--- src/sv/lkl_pkg.sv ---
`timescale 1ns / 1ps
// Package for the positional linked list: widths, command and status codes, sequencer states.
// Used by every module of the block and by its checker; depends on nothing.
package lkl_pkg;

  localparam int DEF_CAPACITY = 256;
  localparam int DATA_W       = 32;
  localparam int POS_W        = 9;
  localparam int ACT_W        = 3;
  localparam int STAT_W       = 3;

  typedef enum logic [ACT_W-1:0] {
    ACT_INSERT  = 3'd0,
    ACT_REMOVE  = 3'd1,
    ACT_GET     = 3'd2,
    ACT_FIND    = 3'd3,
    ACT_PRED    = 3'd4,
    ACT_SUCC    = 3'd5,
    ACT_REVERSE = 3'd6,
    ACT_CLEAR   = 3'd7
  } action_t;

  typedef enum logic [STAT_W-1:0] {
    ST_OK      = 3'd0,
    ST_RANGE   = 3'd1,
    ST_FULL    = 3'd2,
    ST_EMPTY   = 3'd3,
    ST_MISSING = 3'd4
  } status_t;

  typedef enum logic [3:0] {
    S_IDLE,
    S_CHECK,
    S_ALLOC,
    S_LOCATE,
    S_WALK,
    S_FETCH,
    S_FIND,
    S_REV,
    S_LINK,
    S_SPLICE
  } state_t;

endpackage

--- src/sv/lkl_free_mem.sv ---
`timescale 1ns / 1ps
// Free node stack storage: one write port, one read port with registered data.
// Depends on lkl_pkg for the default capacity.
module lkl_free_mem import lkl_pkg::*; #(
  parameter int CAPACITY = DEF_CAPACITY
) (
  input  logic                        clk,
  input  logic                        we,
  input  logic [$clog2(CAPACITY)-1:0] waddr,
  input  logic [$clog2(CAPACITY)-1:0] wdata,
  input  logic [$clog2(CAPACITY)-1:0] raddr,
  output logic [$clog2(CAPACITY)-1:0] rdata
);

  logic [$clog2(CAPACITY)-1:0] stack_mem [CAPACITY];

  always_ff @(posedge clk) begin
    if (we) begin
      stack_mem[waddr] <= wdata;
    end
    rdata <= stack_mem[raddr];
  end

endmodule

--- config.mk ---
export PLATFORM = sky130hd
export DESIGN_NAME = lkl_free_mem
export DESIGN_NICKNAME = d
export VERILOG_FILES = /design/src/sv/lkl_pkg.sv /design/src/sv/lkl_free_mem.sv
export SDC_FILE = /design/constraint.sdc
export NUM_CORES = 2
export LEC_CHECK = 0
export BUFFER_PORTS_ARGS = -buffer_cell sky130_fd_sc_hd__buf_2
export CAP_MARGIN = 20
export CORE_MARGIN = 3
export CORE_UTILIZATION = 40
export DETAILED_ROUTE_END_ITERATION = 12
export GPL_ROUTABILITY_DRIVEN = 0
export PLACE_DENSITY_LB_ADDON = 0.08
export SLEW_MARGIN = 30
export SYNTH_ARGS = -nofsm -noshare
export SYNTH_HDL_FRONTEND = slang
export SYNTH_SLANG_ARGS = --single-unit
--- constraint.sdc ---
create_clock -name clk -period 4.2 [get_ports clk]
set_input_delay 1.26 -clock clk [delete_from_list [all_inputs] [get_ports clk]]
set_output_delay 1.26 -clock clk [all_outputs]
set_load 0.01 [all_outputs]
Yosys cells after proc, flatten, opt, wreduce, memory -nomap -nowiden
Memory sizes are Yosys's and may differ from the RTL's. A register that Yosys moved wholly into a read port is not among the register bits.
Index checks and enable logic that the tools add are counted.
{ "op_classes": {"muxes": 2} }
{ "ops": {"columns": ["cell", "count"], "rows": [
  ["1-bit two-way mux", 2]
]} }
{ "totals": {"regBits": 0, "mem_bits_rw": 2048, "input_bits": 26, "out_inout_bits": 8, "wordCells": 3, "n_memories": 1} }
{ "mem_list": {"columns": ["name", "words", "word_bits", "read_ports", "rd_clocked_by_memory_dff", "wr", "line_no", "source"], "rows": [
  ["stack_mem", 256, 8, 1, 1, 1, "lkl_free_mem.sv:15", "logic [$clog2(CAPACITY)-1:0] stack_mem [CAPACITY];"]
]} }

Logic depth before layout (Yosys ltp)
{ "logic_depth": {"ltp_word": 2, "depth_mapped": 11, "ltp_nobuf": 6} }

Worst setup path before layout
Ideal clock, no wire load.
{ "synth_path": {"path_kind": "input-to-reg", "start": "in raddr[0]", "end": "reg rdata[2], read port of stack_mem", "setup_ps": 131, "arrival_time_ps": 3067, "required_ps": 4069, "path_slack_ps": 1002, "path_stages": 9, "path_buffers": 4, "path_cell_list": "buf_6 -> buf_12 -> buf_8 -> buf_2 -> mux4_2 -> a22oi_1 -> a21oi_1 -> nor4_1 -> nor4_2"} }
{ "synth_rtl": {"columns": ["element", "line_no", "source"], "rows": [
  ["from (decl)", "lkl_free_mem.sv:11", "input logic [$clog2(CAPACITY)-1:0] raddr,"],
  ["to (decl)", "lkl_free_mem.sv:12", "output logic [$clog2(CAPACITY)-1:0] rdata"]
]} }

==> flow_summary_export.csv <==
group,metric,value,unit
hold_path,min_path_cells,1,
worst_setup_path,worst-endpoint-arrival,4.44,ns
die,floorplan.die_area,204000,um^2
global_route,grt.total_usage,21.3,%
timing,timing.final.hold_violations,0,
placed_design,numPlacedInstances,6678,
routing,vias,39335,
power_and_ir_drop,leakagePower,29.6,nW
routing,avgViaCountPerCell,5.55,
global_route,globalRouteOverflowTotal,0,
synthesis,post_synth_instance_area,79600,um^2
hold_path,worstHoldPathType,"input pin to flop",
worst_setup_path,setup.worst_path.start_class,"input pin",
synthesis,syn_nets,3759,
timing,period_share,88.1,%
power_and_ir_drop,ir_drop,0.423,mV
layout,fin_cells,7085,
global_route,first_global_vias,40646,
die,floorplan.initialDensity,40.3,%
timing,hold_ws,0.806,ns
placed_design,hpwlAfterDp,141000,um
cts,cts_made_buffers,216,
layout,post_route_cells_drive_above_1_share,29.6,%
routing,routed_wirelength,218000,um
cts,clock_tree.htree_level_count,4,
timing,rsz0062_at_grt,"no",
synthesis,syn_avg_cell_area,21.3,um^2
die,floorplan.io_pins,34,
routing,drtIter0Drc,3802,
synthesis,number_of_enable_type_register_cells_in_the_synthesized_netlist,2048,
global_route,grt_pass1_wl,310000,um
synthesis,synthesis.instances,3733,
worst_setup_path,worstPathMaxFanout,22,
die,dieHeight,452,um
cts,clock_sink_count,2056,
die,chipWidth,452,um
routing,wire_per_inst,30.7,um
worst_setup_path,cp_data_required_time,4.94,ns
timing,clock_skew,0.0339,ns
layout,nFillCells,16411,
routing,detail-route-antenna-nets,0,
worst_setup_path,end_kind,"flop",
cts,cts_tree,"built",
synthesis,yosys.cell_types.count,55,
die,core.rowCount,163,
routing,first_pass_iters,5,
die,core,198000,um^2
timing,maxSlewHeadroom,37.9,%
timing,timing.fmax,270,MHz
worst_setup_path,worst-setup-path-type,"input pin to flop",
cts,ctsHoldBuffers,0,
placed_design,place.port_buffers,33,
timing,timing.final.crit_period,3.70,ns
power_and_ir_drop,finalPower,43.4,mW
cts,post_cts.resized_instances,0,
timing,final_max_slew_viol_count,0,
synthesis,synth_async_sr_flop_share,0,%
layout,final_net_count,4282,
worst_setup_path,reg2regPathDepth,6,
run_status,run_status,"complete, no violations",
synthesis,ys_seq_area_share,77.5,%
layout,syn2layout_area_growth,17.0,%
timing,finalSetupViolations,0,
cts,clk_path_buf_depth,3,
synthesis,ys_warn_count,0,
timing,max_slew.worst_pin.slew,0.927,ns
global_route,antenna_found_initial,15,
cts,worstSkewPairLatency,0.84,ns
synthesis,ys_ff_latch,2056,
routing,drc_errors,0,
run,timing.max_cap.violations,0,
power_and_ir_drop,pwr_density_cell,466,nW/um^2
global_route,pin_count_of_the_biggest_net_entering_global_routing,119,
cts,buffer_count_from_post_cts_setup_fixing,0,
cts,cts_root_buffer,"clkbuf_16",
synthesis,ys_dominant_reg_cell,"edfxtp_1",
cts,clk_pin_slew_worst_paths,0.06,ns
[cell usage in the layout (no fill, tap or decap), drive strengths merged, types with 22 or more instances in the layout]
cell,n
a22oi,133
buf,538
nor2b,31
clkinv,110
mux2i,134
nand3,34
edfxtp,2048
nor3,22
o221ai,47
clkbuf,266
nor2,282
nand2,33
a21oi,96
nor4,27
o22ai,28
mux4,456
[stage by stage]
stage | worst slack [ns] | utilization, % | cell area [um^2] | setup TNS [ns]
after floorplan | 1.00 | - | 79600 | 0
after global placement | -0.473 | 43.6 | 86200 | -1.68
after detailed placement | -0.456 | 43.6 | 86200 | -1.28
after CTS | 0.472 | 47.1 | 93000 | 0
after global routing | 0.416 | 47.1 | 93000 | 0
final | 0.501 | 47.1 | 93100 | 0
[layout make-up]
class / count / area (um^2) / share of cell area [%]
Sequential cell: 2056 / 61700 / 66.3
Multi-Input combinational cell: 1442 / 16500 / 17.8
Clock buffer: 266 / 5660 / 6.08
Timing Repair Buffer: 538 / 4700 / 5.05
Tap cell: 2640 / 3300 / 3.55
Clock inverter: 135 / 1160 / 1.25
Antenna cell: 6 / 15.0 / 0.0161
Inverter: 2 / 7.51 / 0.00807
[flip-flops by register name, summed over array words and instances, names as in the netlist]
name       flops
stack_mem   2048
rdata          8
[worst paths after layout]
check	from	endpoint	slack [ns]
worst min-delay path	wdata[3]	stack_mem[81][3]$_DFFE_PP_	0.81
worst max-delay path	raddr[0]	rdata[6]$_DFF_P_	0.50
worst min register to register	stack_mem[40][3]$_DFFE_PP_	rdata[3]$_DFF_P_	1.06
worst max register to register	stack_mem[66][4]$_DFFE_PP_	rdata[4]$_DFF_P_	1.41
[per-layer routing]
metal  global-route usage, %  up-vias  part of all wire [%]
met2                    34.8      988                    49
met1                    30.4    21293                    44
met3                    3.47      260                   4.8
met5                       0        -                 0.022
met4                    4.89        6                   2.1
li1                        -    16788                     -
[Yosys cell counts, types with 13 or more instances]
cell type,n,area (um^2)
a211oi_1,16,120
edfxtp_1,2048,61500
mux2i_1,134,1340
buf_8,13,195
buf_2,31,155
nand2_1,33,124
a221oi_1,13,114
mux4_2,454,10200
buf_1,22,82.6
nor3_1,22,110
o22ai_1,28,175
a21oi_1,96,480
o221ai_1,46,403
nand3_1,34,170
buf_4,27,203
nor4_1,24,150
a22oi_1,133,998
clkbuf_1,111,417
nor2_1,282,1060
nor2b_1,31,194
buf_6,21,236
[worst max-delay path, stage by stage]
cell,delay [ns]
buf_8,0.23
buf_12,0.25
buf_12,0.23
buf_4,0.25
mux4_2,0.51
and2_1,0.19
nor3_1,0.43
buf_4,0.20
a21oi_1,0.04
a22oi_1,0.49
buf_4,0.25
nor4_2,0.04
[report_power, final]
group          total [mW]  internal [mW]  switching, mW  leakage [nW]
Combinational        2.25          0.825           1.42          7.78
Sequential           22.7           22.6         0.0431          18.5
Clock                18.4           10.5           7.93          3.32
Total                43.4           34.0           9.40          29.6
[cell families after synthesis]
family | after synthesis | share of synthesized area (%)
AO/OA/AOI/OAI | 385 | 3.42
buffers and inverters | 235 | 1.83
flip-flops | 2056 | 77.5
multiplexers | 591 | 14.6
AND/OR/NAND/NOR | 466 | 2.63
(Power assumes the default switching activity.)
